### src/sv/miller_rabin_prime_test_defines.svh
// Assertion macros shared by the primality tester modules
`ifndef MILLER_RABIN_PRIME_TEST_DEFINES_SVH
`define MILLER_RABIN_PRIME_TEST_DEFINES_SVH

// same-cycle implication, disabled during reset
`define MRPT_ASSERT_IMP(name, ante, cons, msg) \
  name: assert property (@(posedge clk_i) disable iff (!rst_ni) (ante) |-> (cons)) \
    else $error(msg);

// next-cycle implication, disabled during reset
`define MRPT_ASSERT_NXT(name, ante, cons, msg) \
  name: assert property (@(posedge clk_i) disable iff (!rst_ni) (ante) |=> (cons)) \
    else $error(msg);

`endif

### src/sv/mrpt_pkg.sv
// Package: types, constants and helpers of the primality tester
package mrpt_pkg;

  localparam int unsigned NUM_WIDTH_DEF = 32;

  localparam logic [7:0] BASE_FIRST  = 8'd2;
  localparam logic [7:0] BASE_SECOND = 8'd7;
  localparam logic [7:0] BASE_THIRD  = 8'd61;

  typedef enum logic [3:0] {
    S_IDLE,
    S_PRE,
    S_MOD3,
    S_SPLIT,
    S_BASE,
    S_EXP_SQ,
    S_W_SQ,
    S_EXP_MUL,
    S_W_MUL,
    S_EXP_NEXT,
    S_CHK,
    S_LP_TEST,
    S_W_LP,
    S_NEXT_BASE,
    S_DONE
  } mrpt_state_e;

  typedef enum logic [1:0] {
    BASE_SEL_2,
    BASE_SEL_7,
    BASE_SEL_61
  } mrpt_base_e;

  typedef struct packed {
    logic busy;
    logic done;
  } mrpt_mm_stat_t;

  function automatic logic [7:0] base_value(mrpt_base_e sel);
    logic [7:0] v;
    case (sel)
      BASE_SEL_2:  v = BASE_FIRST;
      BASE_SEL_7:  v = BASE_SECOND;
      BASE_SEL_61: v = BASE_THIRD;
      default:     v = BASE_FIRST;
    endcase
    return v;
  endfunction

  // residue mod 3: 4 is 1 mod 3, so 2-bit digits are summed and the sum folded
  function automatic logic [1:0] mod3_of(logic [31:0] v);
    logic [3:0][3:0] grp;
    logic [5:0]      acc;
    logic [3:0]      f1;
    logic [2:0]      f2;
    for (int g = 0; g < 4; g++) begin
      grp[g] = 4'(v[8*g +: 2]) + 4'(v[8*g+2 +: 2]) + 4'(v[8*g+4 +: 2]) + 4'(v[8*g+6 +: 2]);
    end
    acc = 6'(grp[0]) + 6'(grp[1]) + 6'(grp[2]) + 6'(grp[3]);
    f1  = 4'(acc[1:0]) + 4'(acc[3:2]) + 4'(acc[5:4]);
    f2  = 3'(f1[1:0]) + 3'(f1[3:2]);
    return (f2 >= 3'd3) ? 2'(f2 - 3'd3) : f2[1:0];
  endfunction

endpackage

### src/sv/mrpt_modmul.sv
// Bit-serial modular multiplier: a * b mod n, one bit of b per cycle
`include "miller_rabin_prime_test_defines.svh"

module mrpt_modmul import mrpt_pkg::*; #(
  parameter int unsigned NUM_WIDTH = NUM_WIDTH_DEF
) (
  input  logic                 clk_i,
  input  logic                 rst_ni,
  input  logic                 start_i,
  input  logic [NUM_WIDTH-1:0] a_i,
  input  logic [NUM_WIDTH-1:0] b_i,
  input  logic [NUM_WIDTH-1:0] n_i,
  output logic [NUM_WIDTH-1:0] prod_o,
  output mrpt_mm_stat_t        stat_o
);

  localparam int unsigned CW = $clog2(NUM_WIDTH + 1);

  logic [NUM_WIDTH-1:0] a_q, a_d;
  logic [NUM_WIDTH-1:0] b_q, b_d;
  logic [NUM_WIDTH-1:0] r_q, r_d;
  logic [CW-1:0]        cnt_q, cnt_d;
  logic                 busy_q, busy_d;
  logic                 done_q, done_d;

  logic [NUM_WIDTH:0] n_ext;
  logic [NUM_WIDTH:0] dbl;
  logic [NUM_WIDTH:0] red1;
  logic [NUM_WIDTH:0] sum;
  logic [NUM_WIDTH:0] red2;

  always_comb begin
    n_ext = {1'b0, n_i};
    dbl   = {r_q, 1'b0};
    red1  = (dbl >= n_ext) ? (dbl - n_ext) : dbl;
    sum   = red1 + (b_q[NUM_WIDTH-1] ? {1'b0, a_q} : '0);
    red2  = (sum >= n_ext) ? (sum - n_ext) : sum;
  end

  always_comb begin
    a_d    = a_q;
    b_d    = b_q;
    r_d    = r_q;
    cnt_d  = cnt_q;
    busy_d = busy_q;
    done_d = 1'b0;
    if (start_i) begin
      a_d    = a_i;
      b_d    = b_i;
      r_d    = '0;
      cnt_d  = CW'(NUM_WIDTH);
      busy_d = 1'b1;
    end else if (busy_q) begin
      r_d   = red2[NUM_WIDTH-1:0];
      b_d   = b_q << 1;
      cnt_d = cnt_q - CW'(1);
      if (cnt_q == CW'(1)) begin
        busy_d = 1'b0;
        done_d = 1'b1;
      end
    end
  end

  always_ff @(posedge clk_i or negedge rst_ni) begin
    if (!rst_ni) begin
      busy_q <= 1'b0;
      done_q <= 1'b0;
      cnt_q  <= '0;
    end else begin
      busy_q <= busy_d;
      done_q <= done_d;
      cnt_q  <= cnt_d;
    end
  end

  always_ff @(posedge clk_i) begin
    a_q <= a_d;
    b_q <= b_d;
    r_q <= r_d;
  end

  assign prod_o      = r_q;
  assign stat_o.busy = busy_q;
  assign stat_o.done = done_q;

  `MRPT_ASSERT_IMP(a_mm_reduced, done_q, r_q < n_i, "product not reduced")
  `MRPT_ASSERT_NXT(a_mm_start_busy, start_i, busy_q, "start did not raise busy")
  `MRPT_ASSERT_IMP(a_mm_done_after_busy, done_q, $past(busy_q), "done without busy")

endmodule

### config.mk
export PLATFORM = sky130hd
export DESIGN_NAME = mrpt_modmul
export DESIGN_NICKNAME = d
export VERILOG_FILES = /design/src/sv/mrpt_pkg.sv /design/src/sv/mrpt_modmul.sv
export VERILOG_INCLUDE_DIRS = /design/src /design/src/sv
export SDC_FILE = /design/constraint.sdc
export NUM_CORES = 1
export LEC_CHECK = 0
export ABC_AREA = 1
export BUFFER_PORTS_ARGS = -buffer_cell sky130_fd_sc_hd__buf_2
export CAP_MARGIN = 25
export CORE_UTILIZATION = 35
export CTS_CLUSTER_SIZE = 10
export DETAILED_ROUTE_END_ITERATION = 6
export GPL_TIMING_DRIVEN = 0
export HOLD_SLACK_MARGIN = 0.15
export SLEW_MARGIN = 5
export SYNTH_ARGS = -nofsm -noshare
export SYNTH_HDL_FRONTEND = slang
export SYNTH_SLANG_ARGS = --single-unit
### constraint.sdc
create_clock -name clk_i -period 5.8 [get_ports clk_i]
set_input_delay 0.58 -clock clk_i [delete_from_list [all_inputs] [get_ports clk_i]]
set_output_delay 0.58 -clock clk_i [all_outputs]
set_load 0.02 [all_outputs]
* After elaboration in Yosys (flattened, before gate mapping) *
Index checks and enable logic that the tools add are counted.

word-level totals
  memories = 0
  bits in latches = 0
  memory bits (read-only) = 0
  output and inout bits = 34
  word-level logic and storage cells = 27
  bits in registers = 104
  bits of input ports = 99
  RAM bits = 0

cells by class
  reductions and logical operators = 1
  multiplexer cells = 13
  magnitude comparators = 2
  add/sub/neg operators = 4
  equality and inequality tests = 1
  $mul = 0
  divide/modulo/power cells = 0
  bitwise operators = 0
  shifts and indexed selects = 0

operators by type and width
  cell                                              count
  2-to-1 mux 32 bit                                 4
  greater-or-equal comparator 33 x 32 -> 1 bit      2
  adder 33 x 32 -> 33 bit                           1
  2-to-1 mux 33 bit                                 1
  subtractor 33 x 32 -> 33 bit                      1
  subtractor 32 bit                                 1
  2-to-1 mux 6 bit                                  2
  == test 6 x 1 -> 1 bit, second input constant     1
  2-to-1 mux 1 bit                                  6
  subtractor 6 x 1 -> 6 bit, second input constant  1
  nonzero test 2 bit                                1

* Depth between registers and ports, before layout *
Gate-level depths: netlist of run 1.

  word-level depth = 5
  gate-level depth with buffers = 45
  mapped depth without buffers = 42

* Worst setup path before layout of run 1 *
OpenSTA, ideal clock, no wires.

  path kind = in2reg
  start = input port n_i[7]
  end = register r_q[0] (netlist: prod_o[0])
  cell stages on the path = 40
  setup time = 0.113 ns
  path slack = 0.443 ns
  data arrival time = 5.244 ns
  buffers on the path = 3
  required time = 5.687 ns
  cells stage by stage = inv_1 ha_1 nand2_1 nor2_1 nand3_1 nand3_2 nand2_1 nand2_2 nand2_2 nand2_2 buf_4 inv_2 buf_2 nor2_1 ha_1 inv_1 fa_1 inv_1 [4 not listed] nand2_2 nand2_2 inv_1 o21ai_0 xor2_1 inv_1 ha_1 nand2_1 nand2_1 a31oi_1 nand2_1 a21oi_1 nand2_1 nand2_2 buf_1 nand4_1 nand3_1 nand2_1

between the ends
  longest elaborated chain between the ends = 5
  elaborated cells between the ends (all ways) = 7
  classes of those cells = add/sub (3); order compare (2); mux (2)

RTL lines
  element                                                                                       line               text
  from (decl)                                                                                   mrpt_modmul.sv:12  input logic [NUM_WIDTH-1:0] n_i,
  subtractor 33 x 32 -> 33 bit or greater-or-equal comparator 33 x 32 -> 1 bit (tied branches)  mrpt_modmul.sv:35  red1 = (dbl >= n_ext) ? (dbl - n_ext) : dbl;
  2-to-1 mux 33 bit                                                                             mrpt_modmul.sv:35
  adder 33 x 32 -> 33 bit                                                                       mrpt_modmul.sv:36  sum = red1 + (b_q[NUM_WIDTH-1] ? {1'b0, a_q} : '0);
  greater-or-equal comparator 33 x 32 -> 1 bit or subtractor 32 bit (tied branches)             mrpt_modmul.sv:37  red2 = (sum >= n_ext) ? (sum - n_ext) : sum;
  2-to-1 mux 32 bit (*)                                                                         mrpt_modmul.sv:37
  to (signal assigned)                                                                          mrpt_modmul.sv:79  r_q <= r_d;
  to (decl)                                                                                     mrpt_modmul.sv:21  logic [NUM_WIDTH-1:0] r_q, r_d;

Every way passes the cells marked *; elsewhere a longest branch is shown, timed or not.
A chain may end at the register's enable or synchronous reset.

* Worst setup path in the final report of run 1 *
  start = register r_q[5] (netlist: prod_o[5])
  end = register r_q[13] (netlist: prod_o[13])

between the ends
  longest elaborated chain between the ends = 5
  elaborated cells between the ends (all ways) = 7
  classes of those cells = add/sub (3); order compare (2); mux (2)

RTL lines
  element                                                                                       line
  subtractor 33 x 32 -> 33 bit or greater-or-equal comparator 33 x 32 -> 1 bit (tied branches)  mrpt_modmul.sv:35
  2-to-1 mux 33 bit (*)                                                                         mrpt_modmul.sv:35
  adder 33 x 32 -> 33 bit (*)                                                                   mrpt_modmul.sv:36
  subtractor 32 bit or greater-or-equal comparator 33 x 32 -> 1 bit (tied branches)             mrpt_modmul.sv:37
  2-to-1 mux 32 bit (*)                                                                         mrpt_modmul.sv:37

Marked as above.

==> impl_metrics.csv, run 1 <==
group,metric,value,unit
outcome,status,"completed",
synth,avgSynthCellArea,6.43,um^2
floorplan,ioPinCount,133,
sta,hold_viol,0,
worst_setup_path,crit_start,"prod_o[5]$_SDFFE_PP0P_",
worst_setup_path,crit_slowest_cell,"dfxtp_2",
placed_design,port_buffers,132,
sta,worst_slew_pin_slew,0.766,ns
cts,cts_made_buffers,9,
cts,clock-root-buffer,"clkbuf_16",
cts,clk_latency,0.38,ns
finish,area_growth,30.9,%
floorplan,die_h,180,um
synth,synth_compound_area_share,12.5,%
synth,netlist_area,11100,um^2
finish,multi_input_area,8540,um^2
synth,muxShareOfSynthArea,0,%
floorplan,start_util,36.0,%
grt,grt_use_total,23.6,%
cts,clock_sinks,104,
synth,ys.flop_type,"edfxtp_1",
finish,diodes,0,
drt,drt-initial-drc-count,859,
worst_setup_path,max_stage_delay,0.37,ns
finish,drive_above_1_share,27.2,%
min_path,worstHoldPathType,"in -> reg",
placed_design,dpl.hpwl,32300,um
worst_setup_path,cp-start-kind,"register",
worst_setup_path,cpMostUsedCell,"nand2_1",
grt,grt_first_pass_wirelength,59600,um
sta,setup_viol,0,
finish,fillCellCount,3155,
flow_run,drv_cap,0,
grt,grt_overflow,0,
drt,wirelength,40200,um
cts,cts_tree,"yes",
synth,synth_edf_count,64,
drt,vias,11800,
floorplan,dieArea,32600,um^2
worst_setup_path,cp-end-kind,"register",
sta,setup_ws,0.174,ns
synth,synth_fa_ha_area_share,11.5,%
drt,drt_first_pass_iters,5,
sta,finalCriticalPeriod,5.63,ns
floorplan,rows,64,
synth,synth-simple-area-share,34.4,%
grt,antenna_found_initial,1,
grt,grt_max_degree,34,
cts,clk_path_buf_depth,2,
sta,max_slew_margin,48.5,%
synth,synth-xor-area-share,5.34,%
grt,first_global_vias,11300,
drt,ant_nets,0,
synth,synth_top_family_by_area,"simple AND/OR/NAND/NOR gates",
finish,register_area,2800,um^2
drt,wl_per_cell,17.3,um
sta,fin_crit_sh,97.0,%
drt,post-route-drc-count,0,
floorplan,design.core.area,31000,um^2
placed_design,gp_congestion,0.925,
worst_setup_path,r2r-start,"prod_o[5]$_SDFFE_PP0P_",
synth,synth-seq-area-share,24.8,%
sta,clock_skew,0.0115,ns
worst_setup_path,setup.worst_path.class,"reg -> reg",
synth,synthArstFlopShare,7.69,%
worst_setup_path,critPathBufInv,5,
cts,path_clk_slew,0.09,ns
synth,syn-num-nets,1934,
sta,drv_slew,0,
finish,nNetsFinal,2123,
synth,yosys_warnings,0,
worst_setup_path,cp.required,6.07,ns
drt,viasPerCell,5.09,
synth,synth_cell_types,53,
placed_design,dpl_worst_slack,-1.13,ns
floorplan,die_x,180,um
worst_setup_path,cp_top_family,"simple AND/OR/NAND/NOR gates",
synth,syn_inst,1734,
worst_setup_path,path_max_fanout,10,
synth,ys_ff_latch,104,
min_path,hp-start,"a_i[2]",
worst_setup_path,arrival,5.89,ns
sta,fmax,178,MHz
cts,h-tree-depth,3,
-- sequential cells by signal, indices dropped and copies added, names as in the netlist --
register and count:
a_q 32, b_q 32, prod_o 32, cnt_q 6, busy_q 1, done_q 1
-- metal layers --
| metal | track usage [%] | share of wire (%) | vias up | wire (um) |
|---|---|---|---|---|
| met2 | 40.9 | 48 | 358 | 19200 |
| met4 | 5.03 | 1.8 | 2 | 718 |
| li1 | - | - | 5962 | - |
| met5 | 0 | 0.020 | - | 8 |
| met1 | 31.6 | 45 | 5470 | 18300 |
| met3 | 2.36 | 4.9 | 46 | 1960 |
-- through the flow --
stage | cell area (um^2) | std cells | TNS (ns) | hold WS, ns | utilization (%)
2_1_floorplan | 11100 | 1734 | 0 | 0.284 | -
3_3_place_gp | 12300 | 2262 | -30.30 | 0.438 | 39.7
3_5_place_dp | 12300 | 2263 | -31.84 | 0.436 | 39.8
4_1_cts | 13300 | 2288 | 0 | 0.365 | 43.0
5_1_grt | 14600 | 2324 | -2.22 | 0.368 | 47.1
6_report | 14600 | 2324 | 0 | 0.373 | 47.1
-- synthesized netlist by cell type (all sizes together) (8+ instances only) --
| cell type | instances | share of area (%) |
|---|---|---|
| nand3b | 10 | 0.67 |
| clkbuf | 13 | 0.44 |
| o21bai | 17 | 1.1 |
| dfrtp | 8 | 1.8 |
| o21ai | 71 | 3.3 |
| a21o | 17 | 1.1 |
| nand3 | 91 | 4.1 |
| nand2 | 586 | 21 |
| xnor2 | 25 | 2.0 |
| buf | 23 | 1.4 |
| nand4 | 43 | 2.5 |
| nor3 | 22 | 1.1 |
| inv | 284 | 9.6 |
| nor2 | 124 | 4.3 |
| ha | 98 | 11 |
| dfxtp | 32 | 5.7 |
| xor2 | 43 | 3.4 |
| edfxtp | 64 | 17 |
| a21oi | 115 | 5.2 |
-- cell families (layout without fill, tap and decap cells) --
| family | count (synthesis) | in the layout |
|---|---|---|
| flops | 104 | 104 |
| fa+ha+maj | 101 | 101 |
| simple gates | 894 | 894 |
| buf+inv | 321 | 515 |
| compound gates | 246 | 246 |
| xor+xnor | 68 | 68 |
-- cells in the final DEF, fill, tap and decap left out, types with 17 or more instances in the layout --
master	n
nand2_1	520
inv_1	257
buf_2	137
nor2_1	93
a21oi_1	83
nand3_1	78
edfxtp_1	64
nand2_2	53
ha_4	47
buf_4	44
nand4_1	42
ha_1	40
o21ai_0	39
xor2_1	31
a21oi_2	29
nor2_2	25
xnor2_1	24
inv_2	23
dfxtp_2	22
o21ai_1	21
a21o_1	17
-- path summary, 6_finish.rpt --
check	endpoint	slack, ns	cells past startpoint
hold reg to reg	cnt_q[4]$_DFFE_PN0P_	0.50	1
min in group asynchronous	cnt_q[3]$_DFFE_PN0P_	0.60	2
max in group asynchronous	cnt_q[1]$_DFFE_PN0P_	5.02	2
setup / recovery	prod_o[13]$_SDFFE_PP0P_	0.17	33
hold / removal	a_q[2]$_DFFE_PP_	0.37	1
setup reg to reg	prod_o[13]$_SDFFE_PP0P_	0.17	33
-- layout make-up --
type                       instances  area share, %
clock buffer                       9           1.54
clock inverter                     7          0.678
buffer                            36           1.92
timing repair buffer             178           7.29
sequential                       104           19.2
multi-input combinational       1309           58.5
tap                              396           3.40
inverter                         285           7.46
-- worst register-to-register path: cells and delay by family (launching register included) --
kind                     cells  cell delay [ns]
AND/OR/NAND/NOR             20             2.38
adder cells (fa/ha/maj)      3             0.97
AO/OA/AOI/OAI                4             0.77
buffers and inverters        5             0.73
flip-flops                   1             0.37
XOR/XNOR                     1             0.31
-- timing repair --
action                                  4_1_cts  5_1_grt
pin swaps                                     8       63
endpoints found under the setup margin       32       32
endpoints found under the hold margin         8        0
cloned                                        0        4
hold buffers                                  1        0
resized for setup                           111      247
buffers inserted                              8       32
Power of run 1 is left out: the tool's default activity adds up to more than one toggle a clock period on the data nets, which glitch-free logic cannot reach.
==> run 2: changes to the inputs <==
Settings changed: CORE_MARGIN from default to 5, GPL_TIMING_DRIVEN 0 to default.
==> run 2 against run 1 <==
Compared with the run above: routed wire length rose by 11%; via count is 12% higher; global-route usage barely moved; clock skew increased by 0.0033 ns; setup slack gained 0.015 ns; non-clock buffer count grew 393; largest cell class unchanged.
==> impl_metrics.csv, run 2 (synthesized netlist as in run 1, its figures left out) <==
group,metric,value,unit
outcome,status,"completed",
drt,ant_nets,0,
placed_design,gp_congestion,1.02,
grt,grt_use_total,23.6,%
worst_setup_path,cp_num_cells,40,
floorplan,ioPinCount,133,
grt,antenna_found_initial,0,
finish,final_common_cell,"nand2_1",
worst_setup_path,crit_start,"n_i[19]",
drt,maxUsedRoutingLayer,"met4",
flow_run,drv_cap,0,
cts,cts_tree,"yes",
drt,met2RoutedLength,20600,um
sta,clock_skew,0.0149,ns
grt,grt_overflow,0,
grt,first_global_vias,13000,
sta,fin_crit_sh,96.8,%
worst_setup_path,cp-start-kind,"primary input",
worst_setup_path,path_max_fanout,11,
floorplan,design.core.area,31500,um^2
sta,drv_slew,0,
finish,area_growth,54.2,%
finish,design_area,17200,um^2
finish,nNetsFinal,2517,
floorplan,die_x,188,um
drt,met3_length,2340,um
sta,finalCriticalPeriod,5.61,ns
cts,clk_latency,0.38,ns
worst_setup_path,cp.required,6.13,ns
grt,grt_first_pass_wirelength,67000,um
cts,clock-root-buffer,"clkbuf_16",
worst_setup_path,critPathBufInv,12,
placed_design,placed_area,15500,um^2
finish,diodes,0,
worst_setup_path,rr_endpoint,"prod_o[9]$_SDFFE_PP0P_",
cts,clock_sinks,104,
sta,fmax,178,MHz
drt,post-route-drc-count,0,
grt,grt_max_degree,70,
worst_setup_path,setup.worst_path.class,"in -> reg",
sta,worst_slew_pin_slew,0.774,ns
cts,h-tree-depth,3,
sta,max_slew_margin,48.4,%
cts,clk_path_buf_depth,2,
placed_design,dpl.hpwl,36300,um
worst_setup_path,cp-end-kind,"register",
drt,drt-initial-drc-count,956,
finish,drive_above_1_share,36.7,%
worst_setup_path,regToRegSetupSlack,0.24,ns
floorplan,die_h,188,um
drt,wirelength,44600,um
finish,final_cell_mix,"532 x nand2_1, 459 x buf_4, 261 x inv_1",
drt,viasPerCell,4.89,
worst_setup_path,max_stage_delay,0.32,ns
worst_setup_path,crit_path_end,"prod_o[9]$_SDFFE_PP0P_",
worst_setup_path,arrival,5.94,ns
drt,wl_per_cell,16.4,um
min_path,worstHoldPathType,"in -> reg",
sta,setup_viol,0,
worst_setup_path,crit_slowest_cell,"ha_4",
floorplan,dieArea,35500,um^2
floorplan,rows,65,
drt,vias,13300,
worst_setup_path,cp_top_family,"simple AND/OR/NAND/NOR gates",
worst_setup_path,r2r_cells,39,
sta,hold_viol,0,
floorplan,start_util,35.4,%
finish,final_util,54.6,%
cts,cts_made_buffers,9,
worst_setup_path,r2r-start,"prod_o[19]$_SDFFE_PP0P_",
drt,wl_met1,20200,um
placed_design,port_buffers,132,
cts,path_clk_slew,0.09,ns
drt,drt_first_pass_iters,6,
-- run 2: cell type report --
cell class | count | area, um^2
inverters | 285 | 1070
well taps | 402 | 503
clock inverters | 7 | 65.1
clock buffers | 9 | 225
fillers | 3148 | 14300
flip-flops and latches | 104 | 2770
multi-input cells | 1310 | 8140
repair buffers | 607 | 4400
-- run 2: layer usage --
layer | GRT usage (%) | up-vias
li1 | - | 6750
met1 | 32.3 | 6082
met2 | 39.1 | 400
met3 | 2.56 | 78
met4 | 8.04 | 0
met5 | 0 | -
-- run 2: how the worst min path moves through the flow --
stage,from,to,slack [ns],cells past startpoint
after floorplan,rst_ni,busy_q$_DFF_PN0_,0.28,0
after global placement,rst_ni,busy_q$_DFF_PN0_,0.43,1
after detailed placement,rst_ni,cnt_q[1]$_DFFE_PN0P_,0.44,1
after CTS,a_i[15],a_q[15]$_DFFE_PP_,0.36,1
after global routing,a_i[18],a_q[18]$_DFFE_PP_,0.37,1
final,a_i[15],a_q[15]$_DFFE_PP_,0.37,1
-- run 2: timing repair --
item                       CTS  global route
gates cloned                 1             3
setup endpoints to repair   32            32
hold endpoints to repair     8             0
pin swaps                    3            53
resized for setup           15           224
setup buffers                2            20
hold buffers                 1             0
-- run 2: worst reg2reg max path: cells and delay by family, from the launching register on --
family                   cells  cell delay [ns]
AO/OA/AOI/OAI                4             0.49
adder cells (fa/ha/maj)      3             0.85
AND/OR/NAND/NOR             20             2.25
buffers and inverters       11             1.40
XOR/XNOR                     1             0.17
flip-flops                   1             0.34
-- run 2: through the flow --
| step | setup WS [ns] | TNS (ns) | instances | hold slack, ns |
|---|---|---|---|---|
| floorplan | 0.443 | 0 | 1734 | 0.284 |
| global placement | -1.04 | -32.32 | 2680 | 0.430 |
| detailed placement | -0.993 | -30.82 | 2680 | 0.439 |
| CTS | 0.000804 | 0 | 2700 | 0.365 |
| global route | -0.0728 | -1.59 | 2724 | 0.365 |
| finish | 0.188 | 0 | 2724 | 0.372 |
Power of run 2 is left out for the same reason.
